==> src/rtl/rfbs_pkg.sv <==
`timescale 1ns / 1ps

package rfbs_pkg;

  // Field widths fixed by the request and result formats.
  localparam int unsigned CoordW   = 16;
  localparam int unsigned ScreenW  = 10;
  localparam int unsigned ByteW    = 8;
  localparam int unsigned PhaseW   = 4;
  localparam int unsigned CfgIdxW  = 3;
  localparam int unsigned CfgDataW = 10;

  // Operation codes of a request beat.
  localparam logic OP_START   = 1'b0;
  localparam logic OP_ADVANCE = 1'b1;

  // Configuration register indexes.
  localparam logic [CfgIdxW-1:0] REG_SCREEN_WIDTH  = 3'd0;
  localparam logic [CfgIdxW-1:0] REG_SCREEN_HEIGHT = 3'd1;
  localparam logic [CfgIdxW-1:0] REG_COLUMN_OFFSET = 3'd2;
  localparam logic [CfgIdxW-1:0] REG_ROW_OFFSET    = 3'd3;
  localparam logic [CfgIdxW-1:0] REG_COLUMN_SET    = 3'd4;
  localparam logic [CfgIdxW-1:0] REG_ROW_SET       = 3'd5;
  localparam logic [CfgIdxW-1:0] REG_MEMORY_WRITE  = 3'd6;

  // Register reset values.
  localparam logic [ScreenW-1:0] RST_SCREEN_WIDTH  = 10'd128;
  localparam logic [ScreenW-1:0] RST_SCREEN_HEIGHT = 10'd160;
  localparam logic [ByteW-1:0]   RST_COLUMN_OFFSET = 8'd0;
  localparam logic [ByteW-1:0]   RST_ROW_OFFSET    = 8'd0;
  localparam logic [ByteW-1:0]   RST_COLUMN_SET    = 8'd42;
  localparam logic [ByteW-1:0]   RST_ROW_SET       = 8'd43;
  localparam logic [ByteW-1:0]   RST_MEMORY_WRITE  = 8'd44;

  // Sequencer phase codes.
  localparam logic [PhaseW-1:0] PH_COL_CMD = 4'd0;
  localparam logic [PhaseW-1:0] PH_COL_S_H = 4'd1;
  localparam logic [PhaseW-1:0] PH_COL_S_L = 4'd2;
  localparam logic [PhaseW-1:0] PH_COL_E_H = 4'd3;
  localparam logic [PhaseW-1:0] PH_COL_E_L = 4'd4;
  localparam logic [PhaseW-1:0] PH_ROW_CMD = 4'd5;
  localparam logic [PhaseW-1:0] PH_ROW_S_H = 4'd6;
  localparam logic [PhaseW-1:0] PH_ROW_S_L = 4'd7;
  localparam logic [PhaseW-1:0] PH_ROW_E_H = 4'd8;
  localparam logic [PhaseW-1:0] PH_ROW_E_L = 4'd9;
  localparam logic [PhaseW-1:0] PH_MEM_CMD = 4'd10;
  localparam logic [PhaseW-1:0] PH_PIXELS  = 4'd11;

  typedef struct packed {
    logic [ScreenW-1:0] screen_width;
    logic [ScreenW-1:0] screen_height;
    logic [ByteW-1:0]   column_offset;
    logic [ByteW-1:0]   row_offset;
    logic [ByteW-1:0]   column_set_code;
    logic [ByteW-1:0]   row_set_code;
    logic [ByteW-1:0]   memory_write_code;
  } cfg_regs_t;

  typedef struct packed {
    logic               busy;
    logic [PhaseW-1:0]  phase;
    logic [CoordW-1:0]  col_start;
    logic [CoordW-1:0]  col_end;
    logic [CoordW-1:0]  row_start;
    logic [CoordW-1:0]  row_end;
    logic [CoordW-1:0]  held_color;
    logic [ScreenW-1:0] cols_left;
    logic [ScreenW-1:0] rows_left;
    logic               low_half_next;
  } fill_state_t;

  typedef struct packed {
    logic              emit;
    logic [ByteW-1:0]  out_byte;
    logic              is_data;
    logic              last_byte;
  } step_result_t;

endpackage

==> src/rtl/rect_fill_byte_sequencer_core.sv <==
`timescale 1ns / 1ps

// Rectangle-fill byte sequencer for a serial display controller.
// Request channel (req_valid / req_stall): a start beat (operation = 0) loads
// a rectangle and color; an advance beat (operation = 1) asks for the next
// byte of the transaction. The sequence is the column-set command and four
// address bytes, the row-set command and four address bytes, the
// memory-write command, then every pixel as high byte then low byte. The
// final pixel byte carries last_byte.
// Response channel (rsp_valid / rsp_stall): one beat per advance taken while
// a fill is running; starts and idle advances give no beat.
// Configuration channel (cfg_valid / cfg_ready): cfg_ready is always high; a
// write lands at the next clock edge. Write only while no fill is running.
//
// The byte for an advance is on the response port in the cycle after the
// request beat is taken. Throughput is one request beat per cycle while the
// response is not held; the whole step is a single pass of logic from the
// state registers into the response register.
// When the receiver stalls, the response register holds its beat and
// req_stall rises in the same cycle, so the next request waits.
// Synchronous reset clears the fill state, empties the response register
// and returns every configuration register to its default.
module rect_fill_byte_sequencer_core (
  input  logic                          clk,
  input  logic                          rst,
  // Request channel
  input  logic                          req_valid,
  output logic                          req_stall,
  input  logic                          operation,
  input  logic [rfbs_pkg::CoordW-1:0]   rect_x,
  input  logic [rfbs_pkg::CoordW-1:0]   rect_y,
  input  logic [rfbs_pkg::CoordW-1:0]   rect_width,
  input  logic [rfbs_pkg::CoordW-1:0]   rect_height,
  input  logic [rfbs_pkg::CoordW-1:0]   fill_color,
  // Response channel
  output logic                          rsp_valid,
  input  logic                          rsp_stall,
  output logic [rfbs_pkg::ByteW-1:0]    out_byte,
  output logic                          is_data,
  output logic                          last_byte,
  // Configuration write channel
  input  logic                          cfg_valid,
  output logic                          cfg_ready,
  input  logic [rfbs_pkg::CfgIdxW-1:0]  cfg_index,
  input  logic [rfbs_pkg::CfgDataW-1:0] cfg_data
);
  import rfbs_pkg::*;

  cfg_regs_t    regs;
  fill_state_t  state;
  fill_state_t  state_next;
  step_result_t result;
  logic         req_take;
  logic         rsp_hold;

  assign cfg_ready = 1'b1;

  rfbs_cfg u_cfg (
    .clk      (clk),
    .rst      (rst),
    .wr_en    (cfg_valid && cfg_ready),
    .wr_index (cfg_index),
    .wr_data  (cfg_data),
    .regs     (regs)
  );

  rfbs_step u_step (
    .cfg         (regs),
    .state       (state),
    .operation   (operation),
    .rect_x      (rect_x),
    .rect_y      (rect_y),
    .rect_width  (rect_width),
    .rect_height (rect_height),
    .fill_color  (fill_color),
    .state_next  (state_next),
    .result      (result)
  );

  // The response register is the only buffer: a request can be taken
  // whenever it is empty or its beat leaves in this cycle.
  assign rsp_hold  = rsp_valid && rsp_stall;
  assign req_stall = rsp_hold;
  assign req_take  = req_valid && !req_stall;

  always_ff @(posedge clk) begin
    if (rst) begin
      state <= '0;
    end else if (req_take) begin
      state <= state_next;
    end
  end

  always_ff @(posedge clk) begin
    if (rst) begin
      rsp_valid <= 1'b0;
    end else if (!rsp_hold) begin
      rsp_valid <= req_take && result.emit;
    end
  end

  // Payload needs no reset; it only loads when a new beat is produced.
  always_ff @(posedge clk) begin
    if (req_take && result.emit) begin
      out_byte  <= result.out_byte;
      is_data   <= result.is_data;
      last_byte <= result.last_byte;
    end
  end

endmodule

==> src/rtl/rfbs_cfg.sv <==
`timescale 1ns / 1ps

module rfbs_cfg (
  input  logic                          clk,
  input  logic                          rst,
  input  logic                          wr_en,
  input  logic [rfbs_pkg::CfgIdxW-1:0]  wr_index,
  input  logic [rfbs_pkg::CfgDataW-1:0] wr_data,
  output rfbs_pkg::cfg_regs_t           regs
);
  import rfbs_pkg::*;

  // Writes to an index past the register list fall into the default arm.
  always_ff @(posedge clk) begin
    if (rst) begin
      regs.screen_width      <= RST_SCREEN_WIDTH;
      regs.screen_height     <= RST_SCREEN_HEIGHT;
      regs.column_offset     <= RST_COLUMN_OFFSET;
      regs.row_offset        <= RST_ROW_OFFSET;
      regs.column_set_code   <= RST_COLUMN_SET;
      regs.row_set_code      <= RST_ROW_SET;
      regs.memory_write_code <= RST_MEMORY_WRITE;
    end else if (wr_en) begin
      unique case (wr_index)
        REG_SCREEN_WIDTH:  regs.screen_width      <= wr_data[ScreenW-1:0];
        REG_SCREEN_HEIGHT: regs.screen_height     <= wr_data[ScreenW-1:0];
        REG_COLUMN_OFFSET: regs.column_offset     <= wr_data[ByteW-1:0];
        REG_ROW_OFFSET:    regs.row_offset        <= wr_data[ByteW-1:0];
        REG_COLUMN_SET:    regs.column_set_code   <= wr_data[ByteW-1:0];
        REG_ROW_SET:       regs.row_set_code      <= wr_data[ByteW-1:0];
        REG_MEMORY_WRITE:  regs.memory_write_code <= wr_data[ByteW-1:0];
        default: begin
        end
      endcase
    end
  end

endmodule

==> src/rtl/rfbs_step.sv <==
`timescale 1ns / 1ps

module rfbs_step (
  input  rfbs_pkg::cfg_regs_t              cfg,
  input  rfbs_pkg::fill_state_t            state,
  input  logic                             operation,
  input  logic [rfbs_pkg::CoordW-1:0]      rect_x,
  input  logic [rfbs_pkg::CoordW-1:0]      rect_y,
  input  logic [rfbs_pkg::CoordW-1:0]      rect_width,
  input  logic [rfbs_pkg::CoordW-1:0]      rect_height,
  input  logic [rfbs_pkg::CoordW-1:0]      fill_color,
  output rfbs_pkg::fill_state_t            state_next,
  output rfbs_pkg::step_result_t           result
);
  import rfbs_pkg::*;

  logic [CoordW:0]    x_plus_w;
  logic [CoordW:0]    y_plus_h;
  logic               x_off;
  logic               y_off;
  logic [ScreenW-1:0] clip_w;
  logic [ScreenW-1:0] clip_h;
  logic               start_ok;
  logic [CoordW-1:0]  col_span;
  logic [ScreenW-1:0] row_reload;

  // Start path: reject, then clip to the screen. Once the origin is on
  // screen the clipped size always fits in ten bits.
  always_comb begin
    x_plus_w = {1'b0, rect_x} + {1'b0, rect_width};
    y_plus_h = {1'b0, rect_y} + {1'b0, rect_height};
    x_off    = rect_x >= {{(CoordW-ScreenW){1'b0}}, cfg.screen_width};
    y_off    = rect_y >= {{(CoordW-ScreenW){1'b0}}, cfg.screen_height};
    start_ok = (rect_width != '0) && (rect_height != '0) && !x_off && !y_off;
    clip_w   = (x_plus_w > {{(CoordW+1-ScreenW){1'b0}}, cfg.screen_width}) ?
               cfg.screen_width - rect_x[ScreenW-1:0] : rect_width[ScreenW-1:0];
    clip_h   = (y_plus_h > {{(CoordW+1-ScreenW){1'b0}}, cfg.screen_height}) ?
               cfg.screen_height - rect_y[ScreenW-1:0] : rect_height[ScreenW-1:0];
  end

  assign col_span   = state.col_end - state.col_start;
  assign row_reload = col_span[ScreenW-1:0] + ScreenW'(1);

  always_comb begin
    state_next       = state;
    result.emit      = 1'b0;
    result.out_byte  = '0;
    result.is_data   = 1'b1;
    result.last_byte = 1'b0;

    if (operation == OP_START) begin
      if (!state.busy && start_ok) begin
        state_next.col_start     = rect_x + {{(CoordW-ByteW){1'b0}}, cfg.column_offset};
        state_next.col_end       = rect_x + {{(CoordW-ScreenW){1'b0}}, clip_w}
                                   - CoordW'(1)
                                   + {{(CoordW-ByteW){1'b0}}, cfg.column_offset};
        state_next.row_start     = rect_y + {{(CoordW-ByteW){1'b0}}, cfg.row_offset};
        state_next.row_end       = rect_y + {{(CoordW-ScreenW){1'b0}}, clip_h}
                                   - CoordW'(1)
                                   + {{(CoordW-ByteW){1'b0}}, cfg.row_offset};
        state_next.held_color    = fill_color;
        state_next.cols_left     = clip_w;
        state_next.rows_left     = clip_h;
        state_next.low_half_next = 1'b0;
        state_next.phase         = PH_COL_CMD;
        state_next.busy          = 1'b1;
      end
    end else if (state.busy) begin
      result.emit      = 1'b1;
      state_next.phase = state.phase + PhaseW'(1);
      case (state.phase)
        PH_COL_CMD: begin
          result.out_byte = cfg.column_set_code;
          result.is_data  = 1'b0;
        end
        PH_COL_S_H: result.out_byte = state.col_start[CoordW-1:ByteW];
        PH_COL_S_L: result.out_byte = state.col_start[ByteW-1:0];
        PH_COL_E_H: result.out_byte = state.col_end[CoordW-1:ByteW];
        PH_COL_E_L: result.out_byte = state.col_end[ByteW-1:0];
        PH_ROW_CMD: begin
          result.out_byte = cfg.row_set_code;
          result.is_data  = 1'b0;
        end
        PH_ROW_S_H: result.out_byte = state.row_start[CoordW-1:ByteW];
        PH_ROW_S_L: result.out_byte = state.row_start[ByteW-1:0];
        PH_ROW_E_H: result.out_byte = state.row_end[CoordW-1:ByteW];
        PH_ROW_E_L: result.out_byte = state.row_end[ByteW-1:0];
        PH_MEM_CMD: begin
          result.out_byte = cfg.memory_write_code;
          result.is_data  = 1'b0;
          state_next.phase = PH_PIXELS;
        end
        default: begin
          // Pixel data: high byte, then low byte, then count the pixel off.
          state_next.phase = state.phase;
          if (!state.low_half_next) begin
            result.out_byte          = state.held_color[CoordW-1:ByteW];
            state_next.low_half_next = 1'b1;
          end else begin
            result.out_byte          = state.held_color[ByteW-1:0];
            state_next.low_half_next = 1'b0;
            if (state.cols_left > ScreenW'(1)) begin
              state_next.cols_left = state.cols_left - ScreenW'(1);
            end else if (state.rows_left > ScreenW'(1)) begin
              state_next.rows_left = state.rows_left - ScreenW'(1);
              state_next.cols_left = row_reload;
            end else begin
              result.last_byte     = 1'b1;
              state_next.busy      = 1'b0;
              state_next.phase     = PH_COL_CMD;
              state_next.cols_left = '0;
              state_next.rows_left = '0;
            end
          end
        end
      endcase
    end
  end

endmodule

==> config.mk <==
export PLATFORM = sky130hd
export DESIGN_NAME = rect_fill_byte_sequencer_core
export DESIGN_NICKNAME = d
export VERILOG_FILES = /design/src/rtl/rfbs_pkg.sv /design/src/rtl/rect_fill_byte_sequencer_core.sv /design/src/rtl/rfbs_cfg.sv /design/src/rtl/rfbs_step.sv
export SDC_FILE = /design/constraint.sdc
export NUM_CORES = 1
export LEC_CHECK = 0
export BUFFER_PORTS_ARGS = -buffer_cell sky130_fd_sc_hd__buf_2
export CAP_MARGIN = 20
export CORE_AREA = 10 10 242 198
export DETAILED_ROUTE_END_ITERATION = 8
export DIE_AREA = 0 0 252 208
export PLACE_DENSITY = 0.63
export SLEW_MARGIN = 5
export SYNTH_ARGS = -nofsm -noshare
export SYNTH_HDL_FRONTEND = slang
export SYNTH_SLANG_ARGS = --single-unit
==> constraint.sdc <==
create_clock -name clk -period 10 [get_ports clk]
set_input_delay 2.5 -clock clk [delete_from_list [all_inputs] [get_ports clk]]
set_output_delay 2.5 -clock clk [all_outputs]
set_load 0.005 [all_outputs]
Yosys cells after proc, flatten, opt, wreduce, memory -nomap -nowiden
Index checks and enable logic that the tools add are counted.

Register bits: 177. Input bits: 99. Output and inout bits: 13. Word-level logic and storage cells: 131.

Add/sub/neg operators: 17. $lt $le $gt $ge: 6. Eq/ne operators: 23. Multiplexer cells: 27. Bitwise logic cells: 3. Reductions and logical operators: 34.

Operator list (count): $mux 106 (1); $pmux 8 s11 (1); $add 16x8->16 (4); $mux 21 (3); $mux 10 (4); $mux 20 (2); $add 16x16->17 (2); $gt 17x10->1 (2); $add 16x10->16 (2); $ge 16x10->1 (2); $reduce_bool 16->1 (2); $sub 16x1->16 const B (2); $sub 10x10->10 (3); $mux 5 (5); $mux 11 (2); $gt 10x1->1 const B (2); $sub 10x1->10 const B (2); $reduce_and 2->1 (9); $eq 4x3->1 const B (4); $reduce_or 15->1 (1); $eq 4x4->1 const B (3); $reduce_and 6->1 (2); $reduce_or 11->1 (1); $add 10x1->10 const B (1); 24 further kinds (48).

Longest topological paths before layout
Depth after elaboration: 8. Mapped depth: 32. Depth with buffers taken out: 31.

Cells and area by module
Synthesis repeated with hierarchy kept, for this count alone.

Cells, all modules: 2151. Area, all modules: 17455.5 um2.

Modules (own cells, without submodules): rfbs_step (times used 1, cells each 1450, area an instance 9973.3 um2, seq. area each 0.0 um2); rect_fill_byte_sequencer_core (times used 1, cells each 478, area an instance 5073.6 um2, seq. area each 2442.3 um2); rfbs_cfg (times used 1, cells each 223, area an instance 2408.6 um2, seq. area each 1201.2 um2).

Worst setup path before layout
No wires, ideal clock.

Path type: input port to flip-flop. From: input rect_y[0] (netlist name). To: register state[52] (netlist name). Library setup time: 0.070 ns. Arrival time: 8.250 ns. Data required time: 9.930 ns. Path slack: 1.680 ns. Stages: 30. Buffers on the path: 1. Path through: ha_1 > inv_1 > fa_1 > nor2b_1 > o21ai_0 > a21boi_0 > o21a_1 > nor2_1 > xnor2_1 > ha_1 > a21o_1 > a21oi_1 > nor2b_1 > o41ai_1 > o2111ai_1 > nor3_2 > buf_4 > mux2_2 > fa_1 > fa_1 > a21o_1 > a21oi_1 > o21bai_1 > a31oi_1 > o21ai_0 > o41ai_1 > o21ai_0 > xnor2_1 > nand2_1 > a21oi_1.

Longest elaborated chain between the ends: 6. Elaborated cells between the ends (all ways): 12. Those cells by class: 5 x add/sub; 2 x order compare; 1 x mux; 4 x reduce/logical.

Ends and longest elaborated chain: start, declared (RTL line rect_fill_byte_sequencer_core.sv:31) `input logic [rfbs_pkg::CoordW-1:0] rect_y,`; $add 16x16->17 (RTL line rfbs_step.sv:31) `y_plus_h = {1'b0, rect_y} + {1'b0, rect_height};`; $gt 17x10->1 (RTL line rfbs_step.sv:37) `clip_h = (y_plus_h > {{(CoordW+1-ScreenW){1'b0}}, cfg.screen_height}) ?`; $mux 10 (RTL line rfbs_step.sv:37); $add 16x10->16 (RTL line rfbs_step.sv:58) `state_next.row_end = rect_y + {{(CoordW-ScreenW){1'b0}}, clip_h}`; $sub 16x1->16 (RTL line rfbs_step.sv:59) `- CoordW'(1)`; $add 16x8->16 (RTL line rfbs_step.sv:60) `+ {{(CoordW-ByteW){1'b0}}, cfg.row_offset};`.

Parallel ways exist; a longest one is shown, timed or not. A chain may end at the register's enable or synchronous reset.

Worst setup path in the final report
From: input rect_y[0] (netlist name). To: register state[52] (netlist name).

Longest elaborated chain between the ends: 6. Elaborated cells between the ends (all ways): 12. Those cells by class: 5 x add/sub; 2 x order compare; 1 x mux; 4 x reduce/logical.

Ends and longest elaborated chain (RTL line): $add 16x16->17 (rfbs_step.sv:31); $gt 17x10->1 (rfbs_step.sv:37); $mux 10 (rfbs_step.sv:37); $add 16x10->16 (rfbs_step.sv:58); $sub 16x1->16 (rfbs_step.sv:59); $add 16x8->16 (rfbs_step.sv:60).

Parallel ways exist; a longest one is shown, timed or not.

==> flow_metrics.tcl <==
set metrics [dict create \
    status "complete, no violations" \
    synth_fp_nets 2220 \
    antenna_found_initial 7 \
    worst_ep_arrival_time_ns 9.14 \
    maxCapViolations 0 \
    syn_avg_cell_area_um2 7.903 \
    critPathSlowestCell "fa_1" \
    htreeDepth 4 \
    die_y_um 208 \
    placed_cell_area_um2 15940 \
    hpwlAfterDp_um 37960 \
    grt_start_max_net_pins 100 \
    gp_congestion 0.9088 \
    synth_flop_cell "dfxtp_1" \
    ys_types 78 \
    drt_iter0_drc 1305 \
    fin_ws_ns 1.232 \
    finalSetupViolCount 0 \
    fin_area_um2 16560 \
    ant_nets 0 \
    layout_commonest_cell "nand2_1" \
    cts_buffers 17 \
    dieArea_um2 52420 \
    final_cell_mix "nand2_1 (291), ha_1 (212), a21oi_1 (191)" \
    slew_viol_final 0 \
    hold_buffers 0 \
    detail_route.wl_per_cell_um 18.65 \
    cts-root-to-sink-buffers 2 \
    worstSkewPairLatency_ns 0.45 \
    grt.total_usage 0.1745 \
    cts_tree "built" \
    synth_edf_count 10 \
    crit_required_ns 10.37 \
    cp_max_fo 4 \
    post-place-ws_ns 0.8088 \
    yosysSeqAreaShare 0.2444 \
    leakagePower_nw 6.859 \
    worst_slew_pin_slew_ns 1.081 \
    port_buffers 110 \
    p_per_area_nw_per_um2 123.9 \
    period_needed_ns 8.768 \
    skew_ns 0.008340 \
    tns_ns 0 \
    clk_pin_slew_ns 0.07 \
    num_io_pins 112 \
    cp-start-kind "primary input" \
    cts_setup_buffers 0 \
    row_count 68 \
    syn_to_final_growth_pct 11.11 \
    fin_nets 2291 \
    wirelength_um 47260 \
    hold_viol 0 \
    syn_inst 1886 \
    drc_errors 0 \
    viasPerCell 5.415 \
    syn_area_um2 14910 \
    end_kind "register" \
    async_flop_share 0 \
    die_w_um 252 \
    post_cts_resized 0 \
    maxSlewHeadroom 0.2795 \
    vias 13720 \
    drive_gt1_frac 0.1005 \
    min_period_over_period 0.8768 \
    grt_overflow 0 \
    hold_path_class "reg2reg" \
    power_mw 2.053 \
    grt_pass1_vias 12860 \
    clockRootBuffer "clkbuf_16" \
    critPathKind "in2reg" \
    grt_first_pass_wirelength_um 73230 \
    rsz0062_at_grt "no" \
    synth-seq-cells 177 \
    max_freq_mhz 114.1 \
    ir_drop_mv 0.1232 \
    yosys_warnings 0 \
    cts_num_sinks 177 \
    fp.coreArea_um2 42880 \
    initial_utilization 0.3476 \
    max_stage_delay_ns 0.54 \
    hold_slack_ns 0.4546 \
    drtPass1Iterations 5 \
]
synth_stat cells (all sizes together), types with 28 or more instances:
library cell / number / area (µm²)
o21ai: 77 / 385.4
nand3: 40 / 200.2
xnor2: 77 / 674.4
ha: 212 / 2653
dfxtp: 167 / 3343
mux2i: 28 / 280.3
a21oi: 191 / 955.9
nand2: 292 / 1096
nor2: 113 / 426.7
inv: 174 / 653.1
a211oi: 28 / 210.2
clkbuf: 50 / 187.7
nor3: 33 / 170.2
a21o: 33 / 250.2
worst paths after layout:
path                       start         to  slack (ns)  cells past startpoint
hold reg to reg        state[45]  state[45]        0.45                      2
setup / recovery       rect_y[0]  state[52]        1.23                     30
setup reg to reg  u_cfg.regs[41]  state[52]        4.10                     22
hold / removal         state[45]  state[45]        0.45                      2
final cells by class:
type | instances | area [µm²]
flip-flops and latches | 177 | 3643
clock inverters | 15 | 168.9
repair buffers | 125 | 678.2
diodes | 4 | 10.01
multi-input cells | 1462 | 10280
well taps | 560 | 700.7
clock buffers | 17 | 425.4
inverters | 174 | 653.1
fillers | 4454 | 26320
stage by stage:
step                instances  utilization
detailed placement       2497       0.3717
global placement         2497       0.3717
finish                   2534       0.3862
global route             2533       0.3862
floorplan                1886            -
CTS                      2529       0.3855
logic make-up (layout without fill, tap and decap cells):
logic type	after synthesis	count (layout)	synth area share
xor+xnor	98	98	0.05758
buf+inv	247	331	0.06631
fa+ha+maj	235	235	0.2088
compound gates	489	489	0.2104
mux	48	48	0.03467
other cells	1	5	0.0002516
flops	177	177	0.2444
simple gates	591	591	0.1775
metal layers:
metal | vias to the layer above | global-route usage | share of wire
met5 | - | 0 | 0.00070
met4 | 6 | 0.03368 | 0.013
met3 | 45 | 0.04173 | 0.077
met2 | 420 | 0.2521 | 0.41
met1 | 6498 | 0.2562 | 0.50
li1 | 6753 | - | -
worst max-delay path: cells and delay by family:
kind | cells | cell delay, ns
xor+xnor | 2 | 0.31
mux | 1 | 0.43
compound gates | 15 | 3.17
fa+ha+maj | 5 | 1.88
buf+inv | 2 | 0.18
simple gates | 5 | 0.66
flip-flops by register name, indices dropped and copies added, names as in the netlist:
register / count
is_data: 1
rsp_valid: 1
state: 106
out_byte: 8
u_cfg.regs: 60
last_byte: 1
report_power, final:
| part | internal, mW | leakage (nW) | switching, mW |
|---|---|---|---|
| combinational | 0.263 | 5.10 | 0.376 |
| clock | 0.357 | 0.291 | 0.331 |
| sequential | 0.719 | 1.46 | 0.00778 |
| total | 1.34 | 6.86 | 0.714 |
No activity file was read; power rests on OpenSTA's default activity.
